<file path="src/rtl/core/source_sequence_replay_filter_unit_assert.svh">
// Assertion macros shared by the replay filter RTL.
`ifndef SOURCE_SEQUENCE_REPLAY_FILTER_UNIT_ASSERT_SVH
`define SOURCE_SEQUENCE_REPLAY_FILTER_UNIT_ASSERT_SVH

// Same-cycle implication, checked on every rising edge outside reset.
`define SSRF_ASSERT_IMPLIES(label, ante, cons, msg) \
    label: assert property (@(posedge i_clk) disable iff (!i_rst_n) (ante) |-> (cons)) \
        else $error(msg);

// Next-cycle implication, checked on every rising edge outside reset.
`define SSRF_ASSERT_NEXT(label, ante, cons, msg) \
    label: assert property (@(posedge i_clk) disable iff (!i_rst_n) (ante) |=> (cons)) \
        else $error(msg);

`endif

</file>
<file path="src/rtl/core/ssrf_pkg.sv">
// Shared types, constants and helpers of the replay filter.
package ssrf_pkg;

    // Table geometry.
    localparam int LANES   = 8;
    localparam int LANE_W  = (LANES > 1) ? $clog2(LANES) : 1;
    localparam int CNT_W   = $clog2(LANES + 1);
    localparam logic [LANE_W-1:0] LAST_IDX = LANE_W'(LANES - 1);

    // Request codes.
    localparam logic [1:0] MODE_OBSERVE = 2'd0;
    localparam logic [1:0] MODE_RETIRE  = 2'd1;
    localparam logic [1:0] MODE_CLEAR   = 2'd2;

    // Verdict codes.
    localparam logic [1:0] VERDICT_READY     = 2'd0;
    localparam logic [1:0] VERDICT_DUPLICATE = 2'd1;
    localparam logic [1:0] VERDICT_STALE     = 2'd2;
    localparam logic [1:0] VERDICT_CAPACITY  = 2'd3;

    // One lane of the table, also the form in which a request is held.
    typedef struct packed {
        logic [63:0] device;
        logic [2:0]  kind;
        logic [31:0] generation;
        logic [63:0] seq_num;
        logic [63:0] stamp;
    } t_entry;

    // Compare flags of one lane against the held request.
    typedef struct packed {
        logic exact;
        logic exact_retired;
        logic seq_equal;
        logic went_back;
        logic sib_older;
        logic sib_newer;
        logic lane_free;
    } t_match;

    // Table changes to apply when the result is committed.
    typedef struct packed {
        logic wr;
        logic grow;
        logic retire;
        logic clear;
    } t_act;

    // Occupied lane count clipped to the four-bit result field.
    function automatic logic [3:0] sat_count(input logic [CNT_W-1:0] count);
        logic [CNT_W+3:0] wide;
        wide = {4'b0000, count};
        if (wide > (CNT_W + 4)'(15)) begin
            return 4'hF;
        end else begin
            return wide[3:0];
        end
    endfunction

endpackage

</file>
<file path="src/rtl/core/ssrf_lane_ram.sv">
// Lane table memory: one write port and one registered read port.
module ssrf_lane_ram (
    input  logic                        i_clk,
    input  logic                        i_wr_en,
    input  logic [ssrf_pkg::LANE_W-1:0] i_wr_addr,
    input  ssrf_pkg::t_entry            i_wr_data,
    input  logic                        i_rd_en,
    input  logic [ssrf_pkg::LANE_W-1:0] i_rd_addr,
    output ssrf_pkg::t_entry            o_rd_data
);

    ssrf_pkg::t_entry r_mem [ssrf_pkg::LANES];
    ssrf_pkg::t_entry r_rd_data;

    // Write port.
    always_ff @(posedge i_clk) begin
        if (i_wr_en) begin
            r_mem[i_wr_addr] <= i_wr_data;
        end
    end

    // Registered read port.
    always_ff @(posedge i_clk) begin
        if (i_rd_en) begin
            r_rd_data <= r_mem[i_rd_addr];
        end
    end

    assign o_rd_data = r_rd_data;

endmodule

</file>
<file path="src/rtl/core/ssrf_lane_match.sv">
// Compares one lane read from the table against the held request.
module ssrf_lane_match (
    input  ssrf_pkg::t_entry i_lane,
    input  logic             i_used,
    input  logic             i_retired,
    input  ssrf_pkg::t_entry i_req,
    output ssrf_pkg::t_match o_match
);

    logic same_src;
    logic gen_equal;
    logic sibling;

    // Key comparison: device and kind first, then generation.
    assign same_src  = i_used && (i_lane.device == i_req.device) &&
                       (i_lane.kind == i_req.kind);
    assign gen_equal = (i_lane.generation == i_req.generation);
    assign sibling   = same_src && i_retired && !gen_equal;

    // Flags for the scan decision.
    always_comb begin
        o_match.exact         = same_src && gen_equal;
        o_match.exact_retired = i_retired;
        o_match.seq_equal     = (i_req.seq_num == i_lane.seq_num);
        o_match.went_back     = (i_req.seq_num < i_lane.seq_num) ||
                                (i_req.stamp < i_lane.stamp);
        o_match.sib_older     = sibling && (i_req.generation < i_lane.generation);
        o_match.sib_newer     = sibling && (i_req.generation > i_lane.generation);
        o_match.lane_free     = !i_used;
    end

endmodule

</file>
<file path="src/rtl/core/source_sequence_replay_filter_unit.sv">
// Replay filter top level: request sequencer, lane flags, and result register.
// An observe or retire request scans the lane table in index order, one memory
// read per lane with the compare in the cycle after the read, and stops early on
// an exact key match or, for observe, an older-generation hit. A request passes
// from idle through the scan state to a done state, where it commits once the
// result register is free; the single read port of the lane memory paces the
// scan. Clear and the unused request code skip the scan. One request is in
// work at a time, and the result register lets a new request be taken while
// the previous result still waits to be transferred out. Used and retired
// flags sit in flip-flops, so reset and clear take effect at once.

`include "source_sequence_replay_filter_unit_assert.svh"

module source_sequence_replay_filter_unit (
    input  logic        i_clk,
    input  logic        i_rst_n,
    input  logic        i_in_valid,
    output logic        o_in_stall,
    input  logic [1:0]  i_mode,
    input  logic [63:0] i_device_key,
    input  logic [2:0]  i_source_kind,
    input  logic [31:0] i_generation,
    input  logic [63:0] i_sequence_req,
    input  logic [63:0] i_stamp_us,
    output logic        o_out_valid,
    input  logic        i_out_stall,
    output logic [1:0]  o_verdict,
    output logic [3:0]  o_lanes_in_use
);

    typedef enum logic [2:0] {
        S_IDLE = 3'b001,
        S_SCAN = 3'b010,
        S_DONE = 3'b100
    } t_state;

    t_state                        r_state,     n_state;
    ssrf_pkg::t_entry              r_req,       n_req;
    logic [1:0]                    r_mode,      n_mode;
    logic [ssrf_pkg::LANE_W-1:0]   r_rd_idx,    n_rd_idx;
    logic                          r_cmp_vld,   n_cmp_vld;
    logic [ssrf_pkg::LANE_W-1:0]   r_cmp_idx,   n_cmp_idx;
    logic                          r_reuse_vld, n_reuse_vld;
    logic [ssrf_pkg::LANE_W-1:0]   r_reuse_idx, n_reuse_idx;
    logic                          r_free_vld,  n_free_vld;
    logic [ssrf_pkg::LANE_W-1:0]   r_free_idx,  n_free_idx;
    ssrf_pkg::t_act                r_act,       n_act;
    logic [ssrf_pkg::LANE_W-1:0]   r_act_idx,   n_act_idx;
    logic [1:0]                    r_verdict,   n_verdict;
    logic [ssrf_pkg::LANES-1:0]    r_used;
    logic [ssrf_pkg::LANES-1:0]    r_retired;
    logic [ssrf_pkg::CNT_W-1:0]    r_count,     n_count;
    logic                          r_out_valid, n_out_valid;
    logic [1:0]                    r_out_verdict, n_out_verdict;
    logic [3:0]                    r_out_count, n_out_count;

    logic                          commit;
    logic                          ram_rd_en;
    ssrf_pkg::t_entry              ram_rd_data;
    ssrf_pkg::t_match              lane_m;
    logic                          cur_reuse_vld;
    logic [ssrf_pkg::LANE_W-1:0]   cur_reuse_idx;
    logic                          cur_free_vld;
    logic [ssrf_pkg::LANE_W-1:0]   cur_free_idx;

    // Lane table memory.
    ssrf_lane_ram u_lane_ram (
        .i_clk     (i_clk),
        .i_wr_en   (commit && r_act.wr),
        .i_wr_addr (r_act_idx),
        .i_wr_data (r_req),
        .i_rd_en   (ram_rd_en),
        .i_rd_addr (r_rd_idx),
        .o_rd_data (ram_rd_data)
    );

    // Compare of the lane that the memory returned this cycle.
    ssrf_lane_match u_lane_match (
        .i_lane    (ram_rd_data),
        .i_used    (r_used[r_cmp_idx]),
        .i_retired (r_retired[r_cmp_idx]),
        .i_req     (r_req),
        .o_match   (lane_m)
    );

    // Handshake outputs.
    assign o_in_stall     = (r_state != S_IDLE);
    assign o_out_valid    = r_out_valid;
    assign o_verdict      = r_out_verdict;
    assign o_lanes_in_use = r_out_count;

    // Sequencer: accept, scan, commit.
    always_comb begin
        n_state       = r_state;
        n_req         = r_req;
        n_mode        = r_mode;
        n_rd_idx      = r_rd_idx;
        n_cmp_vld     = r_cmp_vld;
        n_cmp_idx     = r_cmp_idx;
        n_reuse_vld   = r_reuse_vld;
        n_reuse_idx   = r_reuse_idx;
        n_free_vld    = r_free_vld;
        n_free_idx    = r_free_idx;
        n_act         = r_act;
        n_act_idx     = r_act_idx;
        n_verdict     = r_verdict;
        ram_rd_en     = 1'b0;
        commit        = 1'b0;
        cur_reuse_vld = r_reuse_vld;
        cur_reuse_idx = r_reuse_idx;
        cur_free_vld  = r_free_vld;
        cur_free_idx  = r_free_idx;

        unique case (r_state)
            S_IDLE: begin
                if (i_in_valid) begin
                    n_req.device     = i_device_key;
                    n_req.kind       = i_source_kind;
                    n_req.generation = i_generation;
                    n_req.seq_num    = i_sequence_req;
                    n_req.stamp      = i_stamp_us;
                    n_mode           = i_mode;
                    n_rd_idx         = '0;
                    n_cmp_vld        = 1'b0;
                    n_reuse_vld      = 1'b0;
                    n_free_vld       = 1'b0;
                    n_act            = '0;
                    n_verdict        = ssrf_pkg::VERDICT_READY;
                    if (i_mode == ssrf_pkg::MODE_OBSERVE ||
                        i_mode == ssrf_pkg::MODE_RETIRE) begin
                        n_state = S_SCAN;
                    end else begin
                        n_act.clear = (i_mode == ssrf_pkg::MODE_CLEAR);
                        n_state     = S_DONE;
                    end
                end
            end

            S_SCAN: begin
                // Issue the next read; the index holds at the last lane.
                ram_rd_en = 1'b1;
                n_cmp_vld = 1'b1;
                n_cmp_idx = r_rd_idx;
                if (r_rd_idx != ssrf_pkg::LAST_IDX) begin
                    n_rd_idx = r_rd_idx + 1'b1;
                end

                if (r_cmp_vld) begin
                    if (r_mode == ssrf_pkg::MODE_RETIRE) begin
                        // Retire the first exact match, if any.
                        if (lane_m.exact) begin
                            n_act.retire = 1'b1;
                            n_act_idx    = r_cmp_idx;
                            n_state      = S_DONE;
                        end else if (r_cmp_idx == ssrf_pkg::LAST_IDX) begin
                            n_state = S_DONE;
                        end
                    end else begin
                        // Remember reuse and free candidates seen so far.
                        if (lane_m.sib_newer) begin
                            cur_reuse_vld = 1'b1;
                            cur_reuse_idx = r_cmp_idx;
                        end
                        if (lane_m.lane_free && !r_free_vld) begin
                            cur_free_vld = 1'b1;
                            cur_free_idx = r_cmp_idx;
                        end
                        n_reuse_vld = cur_reuse_vld;
                        n_reuse_idx = cur_reuse_idx;
                        n_free_vld  = cur_free_vld;
                        n_free_idx  = cur_free_idx;

                        priority if (lane_m.exact) begin
                            n_state = S_DONE;
                            priority if (lane_m.exact_retired) begin
                                n_verdict = ssrf_pkg::VERDICT_STALE;
                            end else if (lane_m.seq_equal) begin
                                n_verdict = ssrf_pkg::VERDICT_DUPLICATE;
                            end else if (lane_m.went_back) begin
                                n_verdict = ssrf_pkg::VERDICT_STALE;
                            end else begin
                                n_verdict = ssrf_pkg::VERDICT_READY;
                                n_act.wr  = 1'b1;
                                n_act_idx = r_cmp_idx;
                            end
                        end else if (lane_m.sib_older) begin
                            n_state   = S_DONE;
                            n_verdict = ssrf_pkg::VERDICT_STALE;
                        end else if (r_cmp_idx == ssrf_pkg::LAST_IDX) begin
                            // End of scan: reuse beats a free lane.
                            n_state = S_DONE;
                            priority if (cur_reuse_vld) begin
                                n_verdict = ssrf_pkg::VERDICT_READY;
                                n_act.wr  = 1'b1;
                                n_act_idx = cur_reuse_idx;
                            end else if (cur_free_vld) begin
                                n_verdict  = ssrf_pkg::VERDICT_READY;
                                n_act.wr   = 1'b1;
                                n_act.grow = 1'b1;
                                n_act_idx  = cur_free_idx;
                            end else begin
                                n_verdict = ssrf_pkg::VERDICT_CAPACITY;
                            end
                        end else begin
                            n_state = S_SCAN;
                        end
                    end
                end

                if (n_state == S_DONE) begin
                    n_cmp_vld = 1'b0;
                end
            end

            S_DONE: begin
                // Commit once the result register is free.
                if (!r_out_valid || !i_out_stall) begin
                    commit  = 1'b1;
                    n_state = S_IDLE;
                end
            end

            default: begin
                n_state = S_IDLE;
            end
        endcase
    end

    // Lane count after the commit and the result register.
    always_comb begin
        n_count = r_count;
        if (commit) begin
            if (r_act.clear) begin
                n_count = '0;
            end else if (r_act.grow) begin
                n_count = r_count + ssrf_pkg::CNT_W'(1);
            end
        end

        n_out_valid   = r_out_valid && i_out_stall;
        n_out_verdict = r_out_verdict;
        n_out_count   = r_out_count;
        if (commit) begin
            n_out_valid   = 1'b1;
            n_out_verdict = r_verdict;
            n_out_count   = ssrf_pkg::sat_count(n_count);
        end
    end

    // Control state.
    always_ff @(posedge i_clk) begin
        if (!i_rst_n) begin
            r_state     <= S_IDLE;
            r_cmp_vld   <= 1'b0;
            r_used      <= '0;
            r_retired   <= '0;
            r_count     <= '0;
            r_out_valid <= 1'b0;
        end else begin
            r_state     <= n_state;
            r_cmp_vld   <= n_cmp_vld;
            r_count     <= n_count;
            r_out_valid <= n_out_valid;
            if (commit) begin
                if (r_act.clear) begin
                    r_used    <= '0;
                    r_retired <= '0;
                end
                if (r_act.wr) begin
                    r_used[r_act_idx]    <= 1'b1;
                    r_retired[r_act_idx] <= 1'b0;
                end
                if (r_act.retire) begin
                    r_retired[r_act_idx] <= 1'b1;
                end
            end
        end
    end

    // Request, scan bookkeeping and result payload.
    always_ff @(posedge i_clk) begin
        r_req         <= n_req;
        r_mode        <= n_mode;
        r_rd_idx      <= n_rd_idx;
        r_cmp_idx     <= n_cmp_idx;
        r_reuse_vld   <= n_reuse_vld;
        r_reuse_idx   <= n_reuse_idx;
        r_free_vld    <= n_free_vld;
        r_free_idx    <= n_free_idx;
        r_act         <= n_act;
        r_act_idx     <= n_act_idx;
        r_verdict     <= n_verdict;
        r_out_verdict <= n_out_verdict;
        r_out_count   <= n_out_count;
    end

    // Checks on the sequencer and the lane bookkeeping.
    `SSRF_ASSERT_IMPLIES(a_cmp_in_scan, r_cmp_vld, r_state == S_SCAN, "compare active outside scan")
    `SSRF_ASSERT_IMPLIES(a_grow_free, commit && r_act.grow, !r_used[r_act_idx] && r_act.wr, "allocation into an occupied lane")
    `SSRF_ASSERT_IMPLIES(a_count_match, 1'b1, r_count == $countones(r_used), "lane count out of step with used flags")
    `SSRF_ASSERT_NEXT(a_clear_empties, commit && r_act.clear, r_used == '0 && r_retired == '0, "clear left lanes in use")

endmodule

</file>
<file path="config.mk">
export PLATFORM = sky130hd
export DESIGN_NAME = source_sequence_replay_filter_unit
export DESIGN_NICKNAME = d
export VERILOG_FILES = /design/src/rtl/core/ssrf_pkg.sv /design/src/rtl/core/ssrf_lane_ram.sv /design/src/rtl/core/ssrf_lane_match.sv /design/src/rtl/core/source_sequence_replay_filter_unit.sv
export VERILOG_INCLUDE_DIRS = /design/src /design/src/rtl/core
export SDC_FILE = /design/constraint.sdc
export NUM_CORES = 2
export LEC_CHECK = 0
export BUFFER_PORTS_ARGS = -buffer_cell sky130_fd_sc_hd__clkbuf_2
export CAP_MARGIN = 25
export CORE_ASPECT_RATIO = 1.75
export CORE_MARGIN = 2
export CORE_UTILIZATION = 55
export CTS_CLUSTER_DIAMETER = 150
export DETAILED_ROUTE_END_ITERATION = 10
export HOLD_SLACK_MARGIN = 0.03
export PLACE_DENSITY = 0.74
export SLEW_MARGIN = 15
export SYNTH_ARGS = -nofsm -noshare
export SYNTH_HDL_FRONTEND = slang
export SYNTH_SLANG_ARGS = --single-unit
</file>
<file path="constraint.sdc">
create_clock -name i_clk -period 26 [get_ports i_clk]
set_input_delay 2.6 -clock i_clk [delete_from_list [all_inputs] [get_ports i_clk]]
set_output_delay 2.6 -clock i_clk [all_outputs]
set_load 0.01 [all_outputs]
</file>
=== After elaboration in Yosys (flattened, before gate mapping) ===
Memories as Yosys holds them, arrays and structs flattened. A register that Yosys moved wholly into a read port is not among the register bits.
Index checks and enable logic that the tools add are counted.

* Multiplexer cells: 99
* Add/sub/neg operators: 2
* Magnitude comparators: 7
* Equality and inequality tests: 38
* Bitwise gates (word level): 5
* Reductions and logical operators: 34

{| class="wikitable"
|+ Operators with widths
! operator !! number
|-
| $eq A64 B64 Y1 || 2
|-
| $lt A64 B64 Y1 || 2
|-
| $mux W8 || 11
|-
| $mux W3 || 26
|-
| $mux W1 || 33
|-
| $eq A32 B32 Y1 || 1
|-
| $gt A32 B32 Y1 || 1
|-
| $lt A32 B32 Y1 || 1
|-
| $mux W2 || 15
|-
| $ne A2 B2 Y1 const B || 13
|-
| $ne A3 B3 Y1 const B || 7
|-
| $reduce_and A9 Y1 || 2
|-
| $mux W4 || 4
|-
| $or A8 B8 Y8 || 2
|-
| $pmux W3 S2 || 2
|-
| $logic_and A1 B1 Y1 || 11
|-
| $reduce_and A10 Y1 || 1
|-
| $reduce_and A5 Y1 || 2
|-
| $eq A3 B3 Y1 const B || 3
|-
| $pmux W3 S3 || 1
|-
| $and A8 B8 Y8 || 1
|-
| $lt A3 B4 Y1 const B || 2
|-
| $ne A4 B4 Y1 const B || 2
|-
| $not A8 Y8 || 1
|-
| 24 further kinds || 39
|}

* Bits of input ports: 233
* Word-level logic and storage cells: 212
* Register bits: 283
* Bits in writable memories: 1816
* Memories kept: 1

{| class="wikitable"
|+ Memory list
! name !! depth !! bits a word !! rd ports !! clocked after Yosys merged registers in !! write ports !! line !! RTL
|-
| u_lane_ram.r_mem || 8 || 227 || 1 || 1 || 1 || ssrf_lane_ram.sv:12 || <nowiki>ssrf_pkg::t_entry r_mem [ssrf_pkg::LANES];</nowiki>
|}

=== Depth between registers and ports, before layout ===
* Word-level depth: 18
* Mapped depth: 10
* Gate-level depth less buffers: 10

=== By module ===
Synthesis repeated with hierarchy kept, for this count alone.

* Cell total of the unflattened synthesis: 4013
* Area, all modules: 89047.9 µm²

{| class="wikitable"
|+ Modules (own cells, without submodules)
! module !! area each (µm²) !! cells each !! times used !! seq. area each (µm²)
|-
| ssrf_lane_ram || 74794.2 || 2864 || 1 || 61348.8
|-
| source_sequence_replay_filter_unit || 9480.3 || 464 || 1 || 8247.9
|-
| ssrf_lane_match || 4773.3 || 685 || 1 || 0.0
|}

=== Worst setup path after synthesis ===
OpenSTA, ideal clock, no wires.

* Path kind: input -> register
* Start point: in i_out_stall
* End point: mem u_lane_ram.r_mem[0][0] (netlist name) (enable)
* Data arrival time: 24.573 ns
* Stages on the path: 4
* Path buffers: 1
* Setup slack: 0.050 ns
* Required time: 24.624 ns
* Cell sequence: nand2_1 > nand3_1 > clkbuf_1 > nor4_1

* Cells in the longest elaborated chain, start to end: 7

{| class="wikitable"
|+ RTL lines
! item !! line !! RTL
|-
| start: declaration || source_sequence_replay_filter_unit.sv:26 || <nowiki>input logic i_out_stall,</nowiki>
|-
| $logic_not A1 Y1 || source_sequence_replay_filter_unit.sv:217 || <nowiki>if (!r_out_valid || !i_out_stall) begin</nowiki>
|-
| $logic_or A1 B1 Y1 || source_sequence_replay_filter_unit.sv:217 ||
|-
| $mux W1 || source_sequence_replay_filter_unit.sv:217 ||
|-
| $mux W1 || source_sequence_replay_filter_unit.sv:114 || <nowiki>unique case (r_state)</nowiki>
|-
| $logic_and A1 B1 Y1 || source_sequence_replay_filter_unit.sv:69 || <nowiki>.i_wr_en (commit && r_act.wr),</nowiki>
|-
| $mux W1 || ssrf_lane_ram.sv:17 || <nowiki>if (i_wr_en) begin</nowiki>
|-
| $mux W1 (implied by the code) || ssrf_lane_ram.sv:18 || <nowiki>r_mem[i_wr_addr] <= i_wr_data;</nowiki>
|-
| end: declaration || ssrf_lane_ram.sv:12 ||
|}

Every way passes these cells.

=== Worst setup path after layout ===
* Start point: in i_out_stall
* End point: mem u_lane_ram.r_mem[3][4] (netlist name) (enable)

* Cells in the longest elaborated chain, start to end: 7

{| class="wikitable"
|+ RTL lines
! item !! line !! RTL
|-
| $logic_not A1 Y1 || source_sequence_replay_filter_unit.sv:217 ||
|-
| $logic_or A1 B1 Y1 || source_sequence_replay_filter_unit.sv:217 ||
|-
| $mux W1 || source_sequence_replay_filter_unit.sv:217 ||
|-
| $mux W1 || source_sequence_replay_filter_unit.sv:114 ||
|-
| via commit || source_sequence_replay_filter_unit.sv:57 || <nowiki>logic commit;</nowiki>
|-
| $logic_and A1 B1 Y1 || source_sequence_replay_filter_unit.sv:69 ||
|-
| $mux W1 || ssrf_lane_ram.sv:17 ||
|-
| $mux W1 (implied by the code) || ssrf_lane_ram.sv:18 ||
|}

The timed path passes the listed nets, and every way through them passes these cells.

==> key figures <==
Setup path
  – Stages on worst setup path: 9
  – Reg2reg start: r_state[0]
  – Most frequent cell on the critical path: buf_4
  – Family with the most delay on the worst path: buffers and inverters
  – CP max stage cell: buf_4
  – RR Endpoint: u_lane_ram.r_mem[3][4]
  – Worst EP required: 26.42 ns
  – Setup crit start kind: input port
  – Setup CP Type: input port to register
  – CP max FO: 56
  – Critical Path End: u_lane_ram.r_mem[3][4]
  – Largest stage delay on the critical path: 0.89 ns
  – Cell count of the worst reg-to-reg path: 8
  – Crit path DAT: 6.49 ns
  – CP startpoint: i_out_stall
  – Crit path buf inv count: 5
  – FF-to-FF setup slack: 21.42 ns
  – Worst path cell trace: clkbuf_2 -> nand2_1 -> nand3_1 -> inv_2 -> nand3_1 -> nor2_4 -> buf_4 -> buf_4 -> buf_4
  – Critical Path End Type: register

Hold path
  – Worst Min Path Start: r_verdict[0]
  – Hold Crit Depth: 0
  – HP Class: register to register

Floorplanning
  – Boundary pin count: 241
  – FP Rows: 195
  – Chip width: 307.9 um
  – Die area: 165000 sq um
  – Core Footprint: 161000 sq um
  – Initial Utilization: 55.21%
  – Die Y: 535.9 um

Synthesis
  – Mapped Avg Cell Area: 22.14 sq um
  – Syn_nets: 4410
  – Synth area leader: edfxtp_1
  – Top post-synthesis cells by count: edfxtp_1, mux4_2, mux2_2
  – Seq/Total Area, Yosys: 78.28%
  – Asr flop ratio synth: 0%
  – Synth top area cells: edfxtp_1, mux4_2, mux2_2, ha_1, inv_1
  – Count of cell types in the netlist: 64
  – Synth Warn #: 0
  – Top cell type's share of synthesized area: 77.71%
  – Main synth FF type: edfxtp_1
  – FF+latch count, synth: 2326
  – Top-count cell post-synth: edfxtp_1
  – Post-synth EDFFs: 2301
  – Mapped Area: 88910 sq um
  – Mapped Cells: 4015

CTS
  – Clk buf depth: 4
  – Resized cells post-CTS: 0
  – Post CTS Setup Buffer Count: 0
  – Root buf cell: clkbuf_16
  – TritonCTS Buffers: 202
  – Skew-Pair Late Insertion Delay: 0.85 ns
  – Post-cts hold buffer count: 0
  – Clock Sink Count: 2326
  – Htree depth: 4
  – CTS clock-pin slew for the worst setup and hold paths: 0.07 ns
  – TritonCTS clock tree: built

Finish
  – Final Cell Area: 99230 sq um
  – Reg area: 69600 sq um
  – Post-layout util: 61.62%
  – Fillers: 10.81k
  – Nets: 4777
  – Area of the multi-input gates: 18220 sq um
  – Layout cells sized above 1: 28.42%
  – Area delta synth->final: 11.61%

Global route
  – Total track usage: 22.16%
  – Vias in the first global route: 42.36k
  – Global-route wire length before repair: 269500 um
  – Grt ovf: 0
  – Largest net degree at the start of global routing: 148
  – Initial antenna violation count: 2

Timing
  – Actual slew at the worst max-slew pin: 1.300 ns
  – Setup_tns: 0 ns
  – Final Slew Violations: 0
  – Setup violators final: 0
  – Crit share post-route: 23.31%
  – Clock Skews: 0.05093 ns
  – Final min period: 6.062 ns
  – RSZ-0062 raised after global routing: false
  – Highest clock rate: 0.1650 GHz
  – Fin. Hold Viols: 0
  – Hold Slack: 0.4523 ns
  – Slew headroom: 13.34%

Job
  – MaxCap Viol Count: 0

Placement
  – Final RePlAce weighted congestion: 0.7805
  – Port bufs: 240
  – Hpwl dp: 100100 um
  – Placed cell area: 92830 sq um

Route
  – Vias/cell: 6.082
  – 1st-pass router iterations: 5
  – Final WL: 180800 um
  – Routed vias: 40.16k
  – Routed Antenna Nets: 0
  – WL/cell: 27.38 um
  – DRC errors left: 0
  – Initial drt markers: 3398

Power
  – VDD IR max: 0.06074 mV
  – Total power: 0.007530 W
  – Pwr dens: 75.89 nW/um^2
  – Leak: 32.40 nW

Run status
  – Status: finished clean
-- area by class of cell --
type | count | share of cell area [%]
sequential | 2326 | 70.13
multi-input combinational | 1385 | 18.36
clock buffer | 250 | 5.340
tap | 2068 | 2.607
timing repair buffer | 298 | 1.841
clock inverter | 107 | 1.065
inverter | 169 | 0.6544
antenna | 1 | 0.002522
-- report_power, final --
group	total, W	internal (W)	switching [W]
clock network	0.00293	0.00163	0.00131
registers	0.00427	0.00419	0.0000783
logic	0.000328	0.000163	0.000165
total	0.00753	0.00598	0.00155
-- registers in the layout (all words and copies together) (netlist names) --
signal                cells
r_cmp_idx                 3
r_used                    8
r_count                   4
r_act                     4
r_req                   227
o_lanes_in_use            4
r_mode                    2
r_free_idx                3
u_lane_ram.r_mem       1816
r_act_idx                 3
r_verdict                 2
r_state                   3
r_retired                 8
r_rd_idx                  3
o_out_valid               1
o_verdict                 2
u_lane_ram.o_rd_data    227
r_cmp_vld                 1
r_free_vld                1
r_reuse_vld               1
r_reuse_idx               3
-- per-stage QoR --
step                setup WS (ns)  cells
floorplan                 0.05040   4015
global placement            19.10   6242
detailed placement          19.07   6244
CTS                         19.93   6601
global route                19.64   6604
finish                      19.94   6604
-- routing by layer --
layer | global-route usage, % | routed length [um] | part of all wire (%) | vias to the layer above
met5 | 0 | 0 | 0 | -
met4 | 6.579 | 4829 | 2.7 | 0
met3 | 3.006 | 9912 | 5.5 | 285
met2 | 38.37 | 93970 | 52 | 1318
met1 | 29.52 | 72120 | 40 | 21319
li1 | - | - | - | 17242
-- worst min path at each step --
stage / slack, ns / end
finish: 0.45 / o_verdict[0]
global route: 0.46 / o_verdict[0]
CTS: 0.45 / o_verdict[0]
detailed placement: 0.43 / o_verdict[0]
global placement: 0.44 / o_verdict[0]
floorplan: 0.40 / o_verdict[0]
-- logic make-up after synthesis --
kind of cell,count (synthesis),share of synthesized area [%]
DFF,2326,78.28
muxes,693,14.61
buffers and inverters,304,1.300
and+or+nand+nor,273,1.592
AOI/OAI and AO/OA,190,1.279
adders and majority gates,162,2.280
xor gates and xnor gates,67,0.6600
-- placed cells by master (no fill, tap or decap), types with 5 or more instances in the layout --
cell	n
nand2_1	65
clkinv_1	30
bufinv_16	18
o21ai_1	20
nor4_1	22
o31ai_1	5
a21oi_1	79
o211ai_1	7
o21ai_0	22
clkinv_4	7
clkbuf_2	240
buf_12	12
mux4_2	460
dfxtp_1	25
nor2b_1	13
xor2_1	66
nor3_1	12
clkinvlp_4	9
o21a_1	5
nand2b_1	6
mux2_2	229
and2_1	8
clkbuf_1	45
nand3_1	22
clkbuf_16	205
and3_1	5
edfxtp_1	2301
a21o_1	11
nor2_1	56
a211oi_1	11
inv_1	165
buf_4	44
nand4_1	31
o22ai_1	5
ha_1	162
clkinv_2	36
Power figures use the tool's default switching activity.
